### config.mk
export PLATFORM = sky130hd
export DESIGN_NAME = yuyv_to_bgr_stream_converter_top
export DESIGN_NICKNAME = d
export VERILOG_FILES = /design/src/rtl/core/y2b_pkg.sv /design/src/rtl/core/y2b_lane.sv /design/src/rtl/core/y2b_ctrl.sv /design/src/rtl/core/y2b_merge.sv /design/src/rtl/core/yuyv_to_bgr_stream_converter_top.sv
export SDC_FILE = /design/constraint.sdc
export NUM_CORES = 1
export LEC_CHECK = 0
export CAP_MARGIN = 20
export CORE_MARGIN = 3
export CORE_UTILIZATION = 65
export DETAILED_ROUTE_END_ITERATION = 10
export DONT_BUFFER_PORTS = 1
export GPL_ROUTABILITY_DRIVEN = 0
export PLACE_DENSITY = 0.83
export RECOVER_POWER = 50
export SETUP_SLACK_MARGIN = 0.2
export SLEW_MARGIN = 20
export SYNTH_ARGS = -nofsm -noshare
export SYNTH_HDL_FRONTEND = slang
export SYNTH_SLANG_ARGS = --single-unit
### constraint.sdc
create_clock -name clk_i -period 19.4 [get_ports clk_i]
set_input_delay 1.94 -clock clk_i [delete_from_list [all_inputs] [get_ports clk_i]]
set_output_delay 1.94 -clock clk_i [all_outputs]
set_load 0.1 [all_outputs]
### src/rtl/core/y2b_pkg.sv
// Package of the YUYV to BGR converter: payload types, control bundle,
// register indices and the shared clamp and clip functions. No dependencies.
`timescale 1ns / 1ps

package y2b_pkg;

  localparam int unsigned CFG_IDX_W  = 2;
  localparam int unsigned CFG_DATA_W = 13;
  localparam int unsigned CNT_W      = 12;

  // Register indices on the configuration port
  localparam logic [CFG_IDX_W-1:0] CFG_FRAME_WIDTH  = 2'd0;
  localparam logic [CFG_IDX_W-1:0] CFG_FRAME_HEIGHT = 2'd1;
  localparam logic [CFG_IDX_W-1:0] CFG_LINE_STRIDE  = 2'd2;

  localparam logic [CFG_DATA_W-1:0] RST_FRAME_WIDTH  = 13'd640;
  localparam logic [CFG_DATA_W-1:0] RST_FRAME_HEIGHT = 13'd480;
  localparam logic [CFG_DATA_W-1:0] RST_LINE_STRIDE  = 13'd320;
  localparam logic [CFG_DATA_W-1:0] COUNT_LIMIT      = 13'd4096;

  typedef struct packed {
    logic [7:0] luma_first;
    logic [7:0] chroma_blue;
    logic [7:0] luma_second;
    logic [7:0] chroma_red;
  } in_item_t;

  typedef struct packed {
    logic [7:0] blue;
    logic [7:0] green;
    logic [7:0] red;
    logic       line_end;
    logic       frame_end;
    logic       run_last;
  } out_item_t;

  typedef struct packed {
    logic [7:0] blue;
    logic [7:0] green;
    logic [7:0] red;
  } pixel_t;

  // Per-word position flags from the raster counters
  typedef struct packed {
    logic visible;
    logic two_px;
    logic end0;
    logic end1;
    logic last_row;
  } word_ctrl_t;

  // Map zero to one and saturate above the limit
  function automatic logic [CFG_DATA_W-1:0] clamp_reg(input logic [CFG_DATA_W-1:0] v,
                                                      input logic [CFG_DATA_W-1:0] hi);
    logic [CFG_DATA_W-1:0] r;
    if (v == '0) begin
      r = 13'd1;
    end else if (v > hi) begin
      r = hi;
    end else begin
      r = v;
    end
    return r;
  endfunction

  // Clip a signed channel value to 0..255
  function automatic logic [7:0] clip8(input logic signed [19:0] v);
    logic [7:0] r;
    if (v < 20'sd0) begin
      r = 8'd0;
    end else if (v > 20'sd255) begin
      r = 8'd255;
    end else begin
      r = v[7:0];
    end
    return r;
  endfunction

endpackage

### src/rtl/core/y2b_lane.sv
// One conversion lane: a single YUV pixel to clipped BGR with BT.601
// studio-range integer coefficients. Depends on y2b_pkg.
`timescale 1ns / 1ps

module y2b_lane (
  input  logic [7:0]      luma_i,
  input  logic [7:0]      chroma_b_i,
  input  logic [7:0]      chroma_r_i,
  output y2b_pkg::pixel_t pixel_o
);
  import y2b_pkg::*;

  logic signed [19:0] c_s, d_s, e_s;
  logic signed [19:0] luma_term_s;
  logic signed [19:0] r_sum_s, g_sum_s, b_sum_s;

  // Remove the offsets
  assign c_s = $signed({12'd0, luma_i}) - 20'sd16;
  assign d_s = $signed({12'd0, chroma_b_i}) - 20'sd128;
  assign e_s = $signed({12'd0, chroma_r_i}) - 20'sd128;

  // Weighted sums with rounding
  assign luma_term_s = 20'sd298 * c_s + 20'sd128;
  assign r_sum_s = luma_term_s + 20'sd409 * e_s;
  assign g_sum_s = luma_term_s - 20'sd100 * d_s - 20'sd208 * e_s;
  assign b_sum_s = luma_term_s + 20'sd516 * d_s;

  // Floor shift and clip
  assign pixel_o.red   = clip8(r_sum_s >>> 8);
  assign pixel_o.green = clip8(g_sum_s >>> 8);
  assign pixel_o.blue  = clip8(b_sum_s >>> 8);

endmodule

### src/rtl/core/y2b_ctrl.sv
// Configuration registers and raster counters of the YUYV to BGR converter;
// flags each word as visible or padding and marks line and frame ends.
// Depends on y2b_pkg.
`timescale 1ns / 1ps

module y2b_ctrl #(
  parameter int unsigned MAX_WIDTH = 4096
) (
  input  logic                             clk_i,
  input  logic                             rst_ni,
  input  logic                             cfg_we_i,
  input  logic [y2b_pkg::CFG_IDX_W-1:0]    cfg_index_i,
  input  logic [y2b_pkg::CFG_DATA_W-1:0]   cfg_data_i,
  input  logic                             advance_i,
  output y2b_pkg::word_ctrl_t              ctrl_o
);
  import y2b_pkg::*;

  localparam int unsigned WIDTH_LIMIT = (MAX_WIDTH < 4096) ? MAX_WIDTH : 4096;
  localparam logic [CFG_DATA_W-1:0] WLIM = CFG_DATA_W'(WIDTH_LIMIT);

  logic [CFG_DATA_W-1:0] width_q, height_q, stride_q;
  logic [CNT_W-1:0]      col_q, col_d, row_q, row_d;

  logic [CFG_DATA_W-1:0] width_eff, height_eff, stride_eff, width_cut, vis_words;
  logic [CFG_DATA_W:0]   stride2;
  logic [CFG_DATA_W-1:0] px0, px1, width_m1;
  logic                  col_wrap, row_wrap;

  // Write the configuration registers
  always_ff @(posedge clk_i or negedge rst_ni) begin
    if (!rst_ni) begin
      width_q  <= RST_FRAME_WIDTH;
      height_q <= RST_FRAME_HEIGHT;
      stride_q <= RST_LINE_STRIDE;
    end else if (cfg_we_i) begin
      unique case (cfg_index_i)
        CFG_FRAME_WIDTH:  width_q  <= cfg_data_i;
        CFG_FRAME_HEIGHT: height_q <= cfg_data_i;
        CFG_LINE_STRIDE:  stride_q <= cfg_data_i;
        default: ;
      endcase
    end
  end

  // Effective geometry
  assign stride_eff = clamp_reg(stride_q, COUNT_LIMIT);
  assign height_eff = clamp_reg(height_q, COUNT_LIMIT);
  assign width_eff  = clamp_reg(width_q, WLIM);
  assign stride2    = {stride_eff, 1'b0};
  assign width_cut  = ({1'b0, width_eff} > stride2) ? stride2[CFG_DATA_W-1:0] : width_eff;
  assign vis_words  = CFG_DATA_W'(({1'b0, width_cut} + 14'd1) >> 1);
  assign width_m1   = width_cut - 13'd1;

  // Pixel positions of this word
  assign px0 = {col_q, 1'b0};
  assign px1 = px0 + 13'd1;

  assign ctrl_o.visible  = {1'b0, col_q} < vis_words;
  assign ctrl_o.two_px   = px1 < width_cut;
  assign ctrl_o.end0     = px0 == width_m1;
  assign ctrl_o.end1     = px1 == width_m1;
  assign ctrl_o.last_row = {1'b0, row_q} == (height_eff - 13'd1);

  // Advance the column and row after each word
  assign col_wrap = ({1'b0, col_q} + 13'd1) >= stride_eff;
  assign row_wrap = ({1'b0, row_q} + 13'd1) >= height_eff;

  always_comb begin
    col_d = col_q;
    row_d = row_q;
    if (advance_i) begin
      if (col_wrap) begin
        col_d = '0;
        row_d = row_wrap ? '0 : row_q + 12'd1;
      end else begin
        col_d = col_q + 12'd1;
      end
    end
  end

  always_ff @(posedge clk_i or negedge rst_ni) begin
    if (!rst_ni) begin
      col_q <= '0;
      row_q <= '0;
    end else begin
      col_q <= col_d;
      row_q <= row_d;
    end
  end

endmodule

### src/rtl/core/y2b_merge.sv
// Merging stage: captures both lane results of a word with their flags and
// hands them out one pixel per transfer. Depends on y2b_pkg.
`timescale 1ns / 1ps

module y2b_merge (
  input  logic                  clk_i,
  input  logic                  rst_ni,
  input  logic                  load_i,
  input  y2b_pkg::word_ctrl_t   ctrl_i,
  input  y2b_pkg::pixel_t       pix0_i,
  input  y2b_pkg::pixel_t       pix1_i,
  input  logic                  out_stall_i,
  output logic                  out_valid_o,
  output y2b_pkg::out_item_t    out_item_o,
  output logic                  free_o
);
  import y2b_pkg::*;

  logic      valid_q, valid_d;
  logic      sel_q, sel_d;
  logic      two_q;
  out_item_t px0_q, px1_q;
  logic      out_xfer, last_xfer;

  assign out_xfer  = valid_q && !out_stall_i;
  assign last_xfer = out_xfer && (sel_q || !two_q);
  assign free_o    = !valid_q || last_xfer;

  // Slot occupancy and pixel select
  always_comb begin
    valid_d = valid_q;
    sel_d   = sel_q;
    if (last_xfer) begin
      valid_d = 1'b0;
      sel_d   = 1'b0;
    end else if (out_xfer) begin
      sel_d = 1'b1;
    end
    if (load_i) begin
      valid_d = 1'b1;
      sel_d   = 1'b0;
    end
  end

  always_ff @(posedge clk_i or negedge rst_ni) begin
    if (!rst_ni) begin
      valid_q <= 1'b0;
      sel_q   <= 1'b0;
    end else begin
      valid_q <= valid_d;
      sel_q   <= sel_d;
    end
  end

  // Capture both pixels of the word
  always_ff @(posedge clk_i) begin
    if (load_i) begin
      two_q           <= ctrl_i.two_px;
      px0_q.blue      <= pix0_i.blue;
      px0_q.green     <= pix0_i.green;
      px0_q.red       <= pix0_i.red;
      px0_q.line_end  <= ctrl_i.end0;
      px0_q.frame_end <= ctrl_i.end0 && ctrl_i.last_row;
      px0_q.run_last  <= !ctrl_i.two_px;
      px1_q.blue      <= pix1_i.blue;
      px1_q.green     <= pix1_i.green;
      px1_q.red       <= pix1_i.red;
      px1_q.line_end  <= ctrl_i.end1;
      px1_q.frame_end <= ctrl_i.end1 && ctrl_i.last_row;
      px1_q.run_last  <= 1'b1;
    end
  end

  assign out_valid_o = valid_q;
  assign out_item_o  = sel_q ? px1_q : px0_q;

endmodule

### src/rtl/core/yuyv_to_bgr_stream_converter_top.sv
// YUYV to BGR stream converter, top level.
// Takes one YUYV word per input transfer (in_valid_i / in_stall_o with
// in_item_i) and gives BGR pixels one per output transfer (out_valid_o /
// out_stall_i with out_item_o). Padding words past the visible part of a
// line are taken and dropped. Frame geometry is written through the
// cfg_valid_i / cfg_ready_o port (index 0 width, 1 height, 2 stride);
// cfg_ready_o is always high; the user must make writes only while the
// stream is idle, which the block does not enforce. The first pixel of a
// word is registered and offered in the cycle after its transfer. Two
// visible pixels of a word go out in turn, a single one alone, and padding
// emits nothing; the single-pixel output port sets the pace. The next word
// is taken in the cycle the last pixel of the previous one leaves.
// When the receiver stalls, the offered pixel holds and input stalls once the
// output slot is full. Reset clears the counters, empties the output slot and
// loads width 640, height 480, stride 320. Depends on y2b_pkg.
`timescale 1ns / 1ps

module yuyv_to_bgr_stream_converter_top #(
  parameter int unsigned MAX_WIDTH = 4096
) (
  input  logic                           clk_i,
  input  logic                           rst_ni,
  input  logic                           in_valid_i,
  output logic                           in_stall_o,
  input  y2b_pkg::in_item_t              in_item_i,
  output logic                           out_valid_o,
  input  logic                           out_stall_i,
  output y2b_pkg::out_item_t             out_item_o,
  input  logic                           cfg_valid_i,
  output logic                           cfg_ready_o,
  input  logic [y2b_pkg::CFG_IDX_W-1:0]  cfg_index_i,
  input  logic [y2b_pkg::CFG_DATA_W-1:0] cfg_data_i
);
  import y2b_pkg::*;

  word_ctrl_t word_ctrl;
  pixel_t     pix0, pix1;
  logic       in_xfer, slot_free;

  assign cfg_ready_o = 1'b1;
  assign in_stall_o  = !slot_free;
  assign in_xfer     = in_valid_i && !in_stall_o;

  // Raster position and geometry
  y2b_ctrl #(
    .MAX_WIDTH (MAX_WIDTH)
  ) u_ctrl (
    .clk_i       (clk_i),
    .rst_ni      (rst_ni),
    .cfg_we_i    (cfg_valid_i && cfg_ready_o),
    .cfg_index_i (cfg_index_i),
    .cfg_data_i  (cfg_data_i),
    .advance_i   (in_xfer),
    .ctrl_o      (word_ctrl)
  );

  // Even pixel lane
  y2b_lane u_lane0 (
    .luma_i     (in_item_i.luma_first),
    .chroma_b_i (in_item_i.chroma_blue),
    .chroma_r_i (in_item_i.chroma_red),
    .pixel_o    (pix0)
  );

  // Odd pixel lane
  y2b_lane u_lane1 (
    .luma_i     (in_item_i.luma_second),
    .chroma_b_i (in_item_i.chroma_blue),
    .chroma_r_i (in_item_i.chroma_red),
    .pixel_o    (pix1)
  );

  // Merge both lanes onto the output
  y2b_merge u_merge (
    .clk_i       (clk_i),
    .rst_ni      (rst_ni),
    .load_i      (in_xfer && word_ctrl.visible),
    .ctrl_i      (word_ctrl),
    .pix0_i      (pix0),
    .pix1_i      (pix1),
    .out_stall_i (out_stall_i),
    .out_valid_o (out_valid_o),
    .out_item_o  (out_item_o),
    .free_o      (slot_free)
  );

endmodule

# [After elaboration in Yosys (flattened, before gate mapping)]
# Index checks and enable logic that the tools add are counted.
[op_classes] multipliers=6 mux=21 n_eq_ne=5 n_reduce_logical=23 addsub=22 n_lt_le_gt_ge=20
[op_table] cell="2-to-1 mux 13 bit" count=7
[op_table] cell="adder 20 bit" count=4
[op_table] cell="subtractor 20 bit" count=4
[op_table] cell="greater-than comparator 12 x 9 -> 1 bit, second input constant" count=6
[op_table] cell="< comparator 12 x 1 -> 1 bit, second input constant" count=6
[op_table] cell="2-to-1 mux 8 bit" count=6
[op_table] cell="adder 20 x 9 -> 20 bit, second input constant" count=2
[op_table] cell="multiplier 9 x 20 -> 19 bit, first input constant" count=2
[op_table] cell="greater-than comparator 13 bit, second input constant" count=3
[op_table] cell="zero test 13 bit" count=3
[op_table] cell="2-to-1 mux 27 bit" count=1
[op_table] cell="adder 12 x 1 -> 13 bit, second input constant" count=2
[op_table] cell="equality test 13 bit" count=2
[op_table] cell=">= comparator 13 bit" count=2
[op_table] cell="subtractor 13 x 1 -> 13 bit, second input constant" count=2
[op_table] cell="adder 12 x 1 -> 12 bit, second input constant" count=2
[op_table] cell="2-to-1 mux 12 bit" count=2
[op_table] cell="multiplier 10 x 20 -> 20 bit, first input constant" count=1
[op_table] cell="multiplier 5 x 20 -> 16 bit, first input constant" count=1
[op_table] cell="multiplier 6 x 20 -> 18 bit, first input constant" count=1
[op_table] cell="multiplier 9 x 20 -> 18 bit, first input constant" count=1
[op_table] cell="subtractor 8 x 5 -> 9 bit, second input constant" count=2
[op_table] cell="subtractor 8 x 8 -> 9 bit, second input constant" count=2
[op_table] cell="adder 13 x 1 -> 14 bit, second input constant" count=1
[op_table] cell="15 further kinds" count=32
[totals] wordCells=116 input_bits=52 reg_bits=119

# [Depth between registers and ports, before layout]
# Gate-level depths: netlist of run 1.
[depth] word_depth=9 depth_mapped=32 depth_no_buf=32

# [Cells and area by module]
# Synthesis of run 1 repeated with hierarchy kept, for this count alone.
[unflattened] hier_cells=2397 area_unflattened_um2=22405.2
[by_module_without_submodules] module="y2b_lane at u_lane0" seq_area_each_um2=0.0 cells_per_inst=814 area_per_inst_um2=7204.4 instances=1
[by_module_without_submodules] module="y2b_lane at u_lane1" seq_area_each_um2=0.0 cells_per_inst=793 area_per_inst_um2=6981.7 instances=1
[by_module_without_submodules] module="y2b_ctrl" seq_area_each_um2=1586.5 cells_per_inst=690 area_per_inst_um2=6044.5 instances=1
[by_module_without_submodules] module="y2b_merge" seq_area_each_um2=1671.6 cells_per_inst=95 area_per_inst_um2=2145.8 instances=1
[by_module_without_submodules] module="yuyv_to_bgr_stream_converter_top" seq_area_each_um2=0.0 cells_per_inst=5 area_per_inst_um2=28.8 instances=1

# [Worst setup path after synthesis of run 1]
# OpenSTA, ideal clock, no wires.
[synth_path] path_type="register to register" from="reg u_ctrl.width_q[12]" to="reg u_merge.valid_q, in the netlist u_merge.out_valid_o" path_buffers=2 synth_period_minus_slack_ns=13.553 stages_incl_launch_ff=24 t_required_ns=19.281 path_slack_ns=5.847 t_arrival_ns=13.434 cell_sequence="dfrtp_1 -> clkbuf_1 -> nor2b_1 -> ha_1 -> nand4b_1 -> nor4_1 -> nor2b_1 -> a21oi_4 -> buf_4 -> a21oi_1 -> inv_1 -> ha_1 -> xor2_1 -> ha_1 -> a21o_1 -> a21o_1 -> a21o_1 -> a21o_1 -> a21oi_1 -> o21ai_0 -> nand3_1 -> a21oi_1 -> a2111oi_0 -> or2_2"
[synth_via] elab_chain_len=9 word_cells_on_any_way=11
[synth_lines] element="start, declared" line_no="y2b_ctrl.sv:22" text="logic [CFG_DATA_W-1:0] width_q, height_q, stride_q;"
[synth_lines] element="start signal, assigned" line_no="y2b_ctrl.sv:38" text="CFG_FRAME_WIDTH: width_q <= cfg_data_i;"
[synth_lines] element="greater-than comparator 13 bit" line_no="y2b_pkg.sv:58" text="end else if (v > hi) begin"
[synth_lines] element="2-to-1 mux 13 bit" line_no="y2b_pkg.sv:58"
[synth_lines] element="2-to-1 mux 13 bit (*)" line_no="y2b_pkg.sv:56" text="if (v == '0) begin"
[synth_lines] element="greater-than comparator 13 x 14 -> 1 bit" line_no="y2b_ctrl.sv:51" text="assign width_cut = ({1'b0, width_eff} > stride2) ? stride2[CFG_DATA_W-1:0] : width_eff;"
[synth_lines] element="2-to-1 mux 13 bit (*)" line_no="y2b_ctrl.sv:51"
[synth_lines] element="adder 13 x 1 -> 14 bit (*)" line_no="y2b_ctrl.sv:52" text="assign vis_words = CFG_DATA_W'(({1'b0, width_cut} + 14'd1) >> 1);"
[synth_lines] element="< comparator 12 x 13 -> 1 bit (*)" line_no="y2b_ctrl.sv:59" text="assign ctrl_o.visible = {1'b0, col_q} < vis_words;"
[synth_lines] element="logical AND 1 bit (*)" line_no="yuyv_to_bgr_stream_converter_top.sv:77" text=".load_i (in_xfer && word_ctrl.visible),"
[synth_lines] element="via u_merge.load_i" line_no="y2b_merge.sv:8" text="input logic load_i,"
[synth_lines] element="2-to-1 mux 1 bit or nonzero test 2 bit (tied branches)"
[synth_lines] element="end signal, assigned" line_no="y2b_merge.sv:50" text="valid_q <= valid_d;"
[synth_lines] element="end, declared" line_no="y2b_merge.sv:19" text="logic valid_q, valid_d;"
# Mark *: on every way through the listed nets, which the timed path passes. The rest lies on a longest branch.
# A chain may end at the register's enable or synchronous reset.

# [Worst setup path after layout of run 1]
[layout_path] from="in in_item_i[28] (netlist bit)" to="reg u_merge.px0_q[17] (netlist bit), data pin"
[layout_via] elab_chain_len=7 word_cells_on_any_way=8
[layout_lines] element="start, declared" line_no="yuyv_to_bgr_stream_converter_top.sv:25" text="input y2b_pkg::in_item_t in_item_i,"
[layout_lines] element="subtractor 8 x 5 -> 9 bit (*)" line_no="y2b_lane.sv:18" text="assign c_s = $signed({12'd0, luma_i}) - 20'sd16;"
[layout_lines] element="multiplier 9 x 20 -> 19 bit (*)" line_no="y2b_lane.sv:23" text="assign luma_term_s = 20'sd298 * c_s + 20'sd128;"
[layout_lines] element="adder 20 x 9 -> 20 bit (*)" line_no="y2b_lane.sv:23"
[layout_lines] element="subtractor 20 bit (*) (2 in series)" line_no="y2b_lane.sv:25" text="assign g_sum_s = luma_term_s - 20'sd100 * d_s - 20'sd208 * e_s;"
[layout_lines] element="greater-than comparator 12 x 9 -> 1 bit" line_no="y2b_pkg.sv:71" text="end else if (v > 20'sd255) begin"
[layout_lines] element="2-to-1 mux 8 bit" line_no="y2b_pkg.sv:71"
[layout_lines] element="end, declared" line_no="y2b_merge.sv:22" text="out_item_t px0_q, px1_q;"
# Every way passes the cells marked *; elsewhere a longest branch is shown, timed or not.

==> results of run 1 <==
==> worst max-delay path, stage by stage <==
cell,delay (ps)
inv_1,160
ha_1,210
nor3b_2,660
ha_1,380
ha_1,300
inv_1,70
fa_1,430
fa_1,540
inv_1,40
ha_1,360
and3_1,220
a22o_1,260
o31a_1,330
xor2_1,250
or4b_1,530
xor2_1,450
fa_1,480
inv_1,70
ha_1,290
o2111a_1,180
o31ai_1,260
nand2b_1,120
or3_1,350
a21oi_1,470
a21oi_1,180
==> layout by cell type (no fill, tap or decap), drive strengths merged, types with 8 or more instances in the layout <==
master  instances
dfrtp          57
xor2           73
o31ai           9
xnor2         119
a211oi         15
and3           16
nor2b          40
a21o           46
fa             80
nor2          149
nor3b           9
or3            18
nand4          24
inv           283
ha            376
nand3          49
clkbuf         19
o21ai          87
or2            14
nand2         113
nand2b         35
o21bai          9
o211ai         10
mux2           68
a21oi         120
o21a           35
mux2i          18
a31oi          10
nor3           37
edfxtp         54
nor4           18
dfstp           8
==> state kept, by name (all words and copies together) (netlist names) <==
signal,flops
u_merge.out_valid_o,1
u_ctrl.height_q,13
u_ctrl.col_q,12
u_ctrl.row_q,12
u_merge.px1_q,26
u_ctrl.stride_q,13
u_merge.two_q,1
u_merge.sel_q,1
u_ctrl.width_q,13
u_merge.px0_q,27
==> final timing paths <==
check / start / to / slack (ps) / cells past startpoint
min in group asynchronous: rst_ni / u_ctrl.row_q[3] / 1210 / 0
hold reg to reg: u_ctrl.width_q[8] / u_ctrl.width_q[8] / 530 / 1
max in group asynchronous: rst_ni / u_ctrl.width_q[7] / 18000 / 0
setup reg to reg: u_ctrl.stride_q[12] / u_merge.px0_q[26] / 12570 / 23
setup / recovery: in_item_i[28] / u_merge.px0_q[17] / 9990 / 25
hold / removal: u_ctrl.width_q[8] / u_ctrl.width_q[8] / 530 / 1
==> stage by stage <==
step | setup WS [ps] | cell area, sq um | hold slack, ps | util, %
after global routing | 9560 | 19800 | 550 | 70.2
after global placement | 10010 | 19200 | 500 | 68.1
after floorplan | 5850 | 18800 | 480 | -
final | 9990 | 19800 | 527 | 70.2
after CTS | 10060 | 19800 | 530 | 70.2
after detailed placement | 9650 | 19200 | 514 | 68.1
==> cell type report <==
type,instances,share of cell area [%]
clock inverters,15,0.848
well taps,378,2.39
repair buffers,4,0.114
multi-input cells,1690,72.7
inverters,279,5.30
clock buffers,17,2.15
flip-flops and latches,119,16.5
==> routing by layer <==
layer	routed length, um	vias to the layer above	global-route usage [%]
li1	-	7422	-
met1	19100	7383	37.0
met2	23100	471	53.2
met3	2560	101	4.19
met4	1400	0	10.5
met5	0	-	0
==> kinds of logic (layout without fill, tap and decap cells) <==
family | Yosys count | in the layout
flip-flops | 119 | 119
multiplexers | 86 | 86
other | 1 | 1
XOR/XNOR | 192 | 192
buffers and inverters | 314 | 315
adder cells (fa/ha/maj) | 456 | 456
AND/OR/NAND/NOR | 557 | 557
AO/OA/AOI/OAI | 398 | 398
==> flow_summary.toml, run 1 <==
[status]
outcome = "complete, but fails checks"
violations = "design-rule violations, max-capacitance violations, max-slew violations"

[clocking]
clk_pin_slew_worst_paths_ps = 60
max-clock-path-buffers = 2
cts_resized = 0
cts_hold_buf = 0
htreeDepth = 4
clock_latency_ps = 430
cts_tree = "built"
cts_setup_buffers = 0
numCtsBuffers = 17
cts-root-buf = "clkbuf_16"
cts_sinks = 119

[detailed_routing]
drtAntennaViolNets = 0
wirelength_mm = 46.1
drc_errors = 1
wl_per_cell_um = 18.4
drtIter0Drc = 1244
vias = 15400
viasPerCell = 6.15
first_pass_iters = 11

[synthesis]
synth.yosys.seq_area_share_pct = 17.3
synthDistinctLibCells = 81
synth_area_leader_cell = "ha_1"
synth_xor_xnor_area_share_pct = 9.05
avgSynthCellArea_sq_um = 8.87
synth-simple-area-share_pct = 14.9
synth_nets = 2631
yosys.area.top_type_share_pct = 25.0
synth_top_family_by_area = "adder cells"
synth_compound_area_share_pct = 13.7
syn_inst = 2123
yosys_warnings = 0
synth_fa_ha_area_share_pct = 33.5
synthFlopType = "dfrtp_1"
synth_common_cells = "376 x ha_1, 278 x inv_1, 149 x nor2_1"
synthMostInstantiatedCell = "ha_1"
synth_mux_area_share_pct = 5.12
synth_edf_count = 54
syn_area_sq_um = 18800
synthTopCellsByArea = "ha_1 25%, edfxtp_1 8.6%, fa_1 8.5%"
async_reset_ff_share_pct = 54.6
synth_seq_cells = 119

[min_path]
hold_path_class = "flop to flop"

[finish]
finalNetCount = 2619
final_cells = 2502
area_growth_pct = 4.98
fillCellCount = 2120
drive_above_1_share_pct = 5.65
multi_input_area_sq_um = 14400
num_antenna_cells = 0
ff_latch_area_sq_um = 3260

[timing]
relSlewSlack_pct = -38.4
min_period_ps = 9410
rsz0062_at_grt = "false"
finClkSkew_ps = 9.97
finalHoldViolations = 0
final.setup.tns_ps = 0
setup_viol = 0
final_max_slew_viol_count = 44
fin_crit_sh_pct = 48.5
clock.fmax_ghz = 0.106
worstMarginPinSlew_ps = 2070

[setup_path]
cp_data_required_time_ps = 19540
critPathArrivalTime_ps = 9550
crit_type = "input port to flop"
end_kind = "flop"
cp-start-kind = "input port"
crit_fanout = 11

[global_routing]
antenna_found_initial = 0
gr-total-overflow = 0
grt_util_all_layers_pct = 29.9
grt_pass1_vias = 15500
grt_max_degree = 66
grt_pass1_wl_mm = 75.7

[place]
place_inst = 2470
dpl.hpwl_mm = 37.8
portBuffers = 0

[die]
rows = 61
core_sq_um = 28200
die_w_um = 176
die_area_sq_um = 31000
ioPinCount = 82
initial_core_util_pct = 66.8
die_h_um = 176

[run]
cap_violations = 3
Power of run 1 is left out: the tool's default activity adds up to more than one toggle a clock period on the data nets, which glitch-free logic cannot reach.
==> run 2, diff against run 1 <==
clock period = 9.69 ns   (was 19.4 ns; I/O delays follow)
==> run 2 against run 1 <==
Clock-buffer cell count did not move. The run ends with max-capacitance violations, max-slew violations left. Die area stayed put. Critical path type unchanged. Critical endpoint is now u_merge.px0_q[18]. Clock skew up 1.5 ps. Sequential share of layout area about the same. First-iteration DRC count fell by 11%. Cell count is essentially flat. Core utilization increased by 0.11 points. Highest routed layer unchanged. Register-to-register slack worse by 9500 ps.
==> flow_summary.toml, run 2 (same netlist as run 1, synthesis figures left out) <==
[clocking]
cts_sinks = 119
max-clock-path-buffers = 2
clock_latency_ps = 430
cts_tree = "built"
cts-root-buf = "clkbuf_16"
cts_setup_buffers = 0
numCtsBuffers = 17
clk_pin_slew_worst_paths_ps = 60
htreeDepth = 4
cts_resized = 0
cts_hold_buf = 0

[global_routing]
grt_pass1_vias = 15300
grt_pass1_wl_mm = 75.4
antenna_found_initial = 0
grt_max_degree = 66
grt_util_all_layers_pct = 29.7
gr-total-overflow = 0

[run]
cap_violations = 1

[finish]
reg_top3 = "u_merge.px0_q: 27 flops, u_merge.px1_q: 26 flops"
num_antenna_cells = 0
area_growth_pct = 5.15
multi_input_area_sq_um = 14400
ff_latch_area_sq_um = 3260
top_register = "u_merge.px0_q"
largest_reg_flops = 27
fillCellCount = 2073
final_common_cell = "ha_1"
drive_above_1_share_pct = 5.79
final_cell_mix = "376 x ha_1, 278 x inv_1, 149 x nor2_1"
finish.utilization_pct = 70.3
finalNetCount = 2620

[detailed_routing]
viasPerCell = 6.11
first_pass_iters = 6
drc_errors = 0
drtAntennaViolNets = 0
wirelength_mm = 45.8
wl_per_cell_um = 18.3
vias = 15300
drtIter0Drc = 1107

[setup_path]
crit_type = "input port to flop"
max_stage_delay_ps = 660
crit_fanout = 11
cp-start-kind = "input port"
cp_slowest_cell = "nor3b_2"
critPathArrivalTime_ps = 8590
cp_data_required_time_ps = 9840
end_kind = "flop"
critPathMostFrequentCell = "ha_1"

[min_path]
hold_path_class = "input port to async pin"

[timing]
worstMarginPinSlew_ps = 1500
final.setup.tns_ps = 0
holdWs_ps = 236
clock.fmax_ghz = 0.118
setup_ws_ps = 1250
relSlewSlack_pct = -0.220
rsz0062_at_grt = "false"
finalHoldViolations = 0
final_max_slew_viol_count = 1
min_period_ps = 8440
finClkSkew_ps = 11.5
setup_viol = 0
fin_crit_sh_pct = 87.1

[die]
rows = 61
die_h_um = 176
initial_core_util_pct = 66.8
core_sq_um = 28200
die_w_um = 176
ioPinCount = 82
die_area_sq_um = 31000

[place]
dpl.hpwl_mm = 37.6
pre_cts_ws_ps = 817
portBuffers = 0

[status]
violations = "max-capacitance violations, max-slew violations"
outcome = "complete, but fails checks"
-- run 2: changes by cell type in the layout (fill, tap and decap cells not counted), sizes merged --
cell and delta:
inv +1, clkinv +1, clkbuf -1, clkinvlp -2, buf +2
-- run 2: worst max-delay path, delay by kind of cell --
kind,cells,cell delay (ps)
fa+ha+maj,8,3030
xor+xnor,2,660
compound gates,6,1710
simple gates,5,1870
buf+inv,4,370
-- run 2: layout make-up --
class,count,area share [%]
Sequential cell,119,16.5
Clock inverter,15,0.853
Inverter,279,5.29
Tap cell,378,2.39
Multi-Input combinational cell,1690,72.7
Timing Repair Buffer,5,0.171
Clock buffer,17,2.15
-- run 2: final timing paths --
kind | from | to | slack, ps | cells after the start
max in group asynchronous | rst_ni | u_ctrl.height_q[8] | 9250 | 0
min in group clk_i | u_ctrl.width_q[0] | u_ctrl.width_q[0] | 520 | 1
hold reg to reg | u_ctrl.width_q[0] | u_ctrl.width_q[0] | 520 | 1
setup reg to reg | u_ctrl.width_q[12] | u_merge.px0_q[9] | 3110 | 21
hold / removal | rst_ni | u_ctrl.row_q[1] | 240 | 0
setup / recovery | in_item_i[28] | u_merge.px0_q[18] | 1250 | 25
-- run 2: through the flow --
step | cell area (sq um) | instances
after floorplan | 18800 | 2123
after global placement | 19200 | 2471
after detailed placement | 19200 | 2471
after CTS | 19800 | 2503
after global routing | 19800 | 2503
final | 19800 | 2503
-- run 2: per-layer routing --
layer / up-vias / track usage (%) / routed length (um)
li1: 7389 / - / -
met1: 7254 / 37.0 / 19100
met2: 520 / 51.9 / 22400
met3: 123 / 4.65 / 2680
met4: 0 / 11.2 / 1640
met5: - / 0 / 0
Power of run 2 is left out for the same reason.
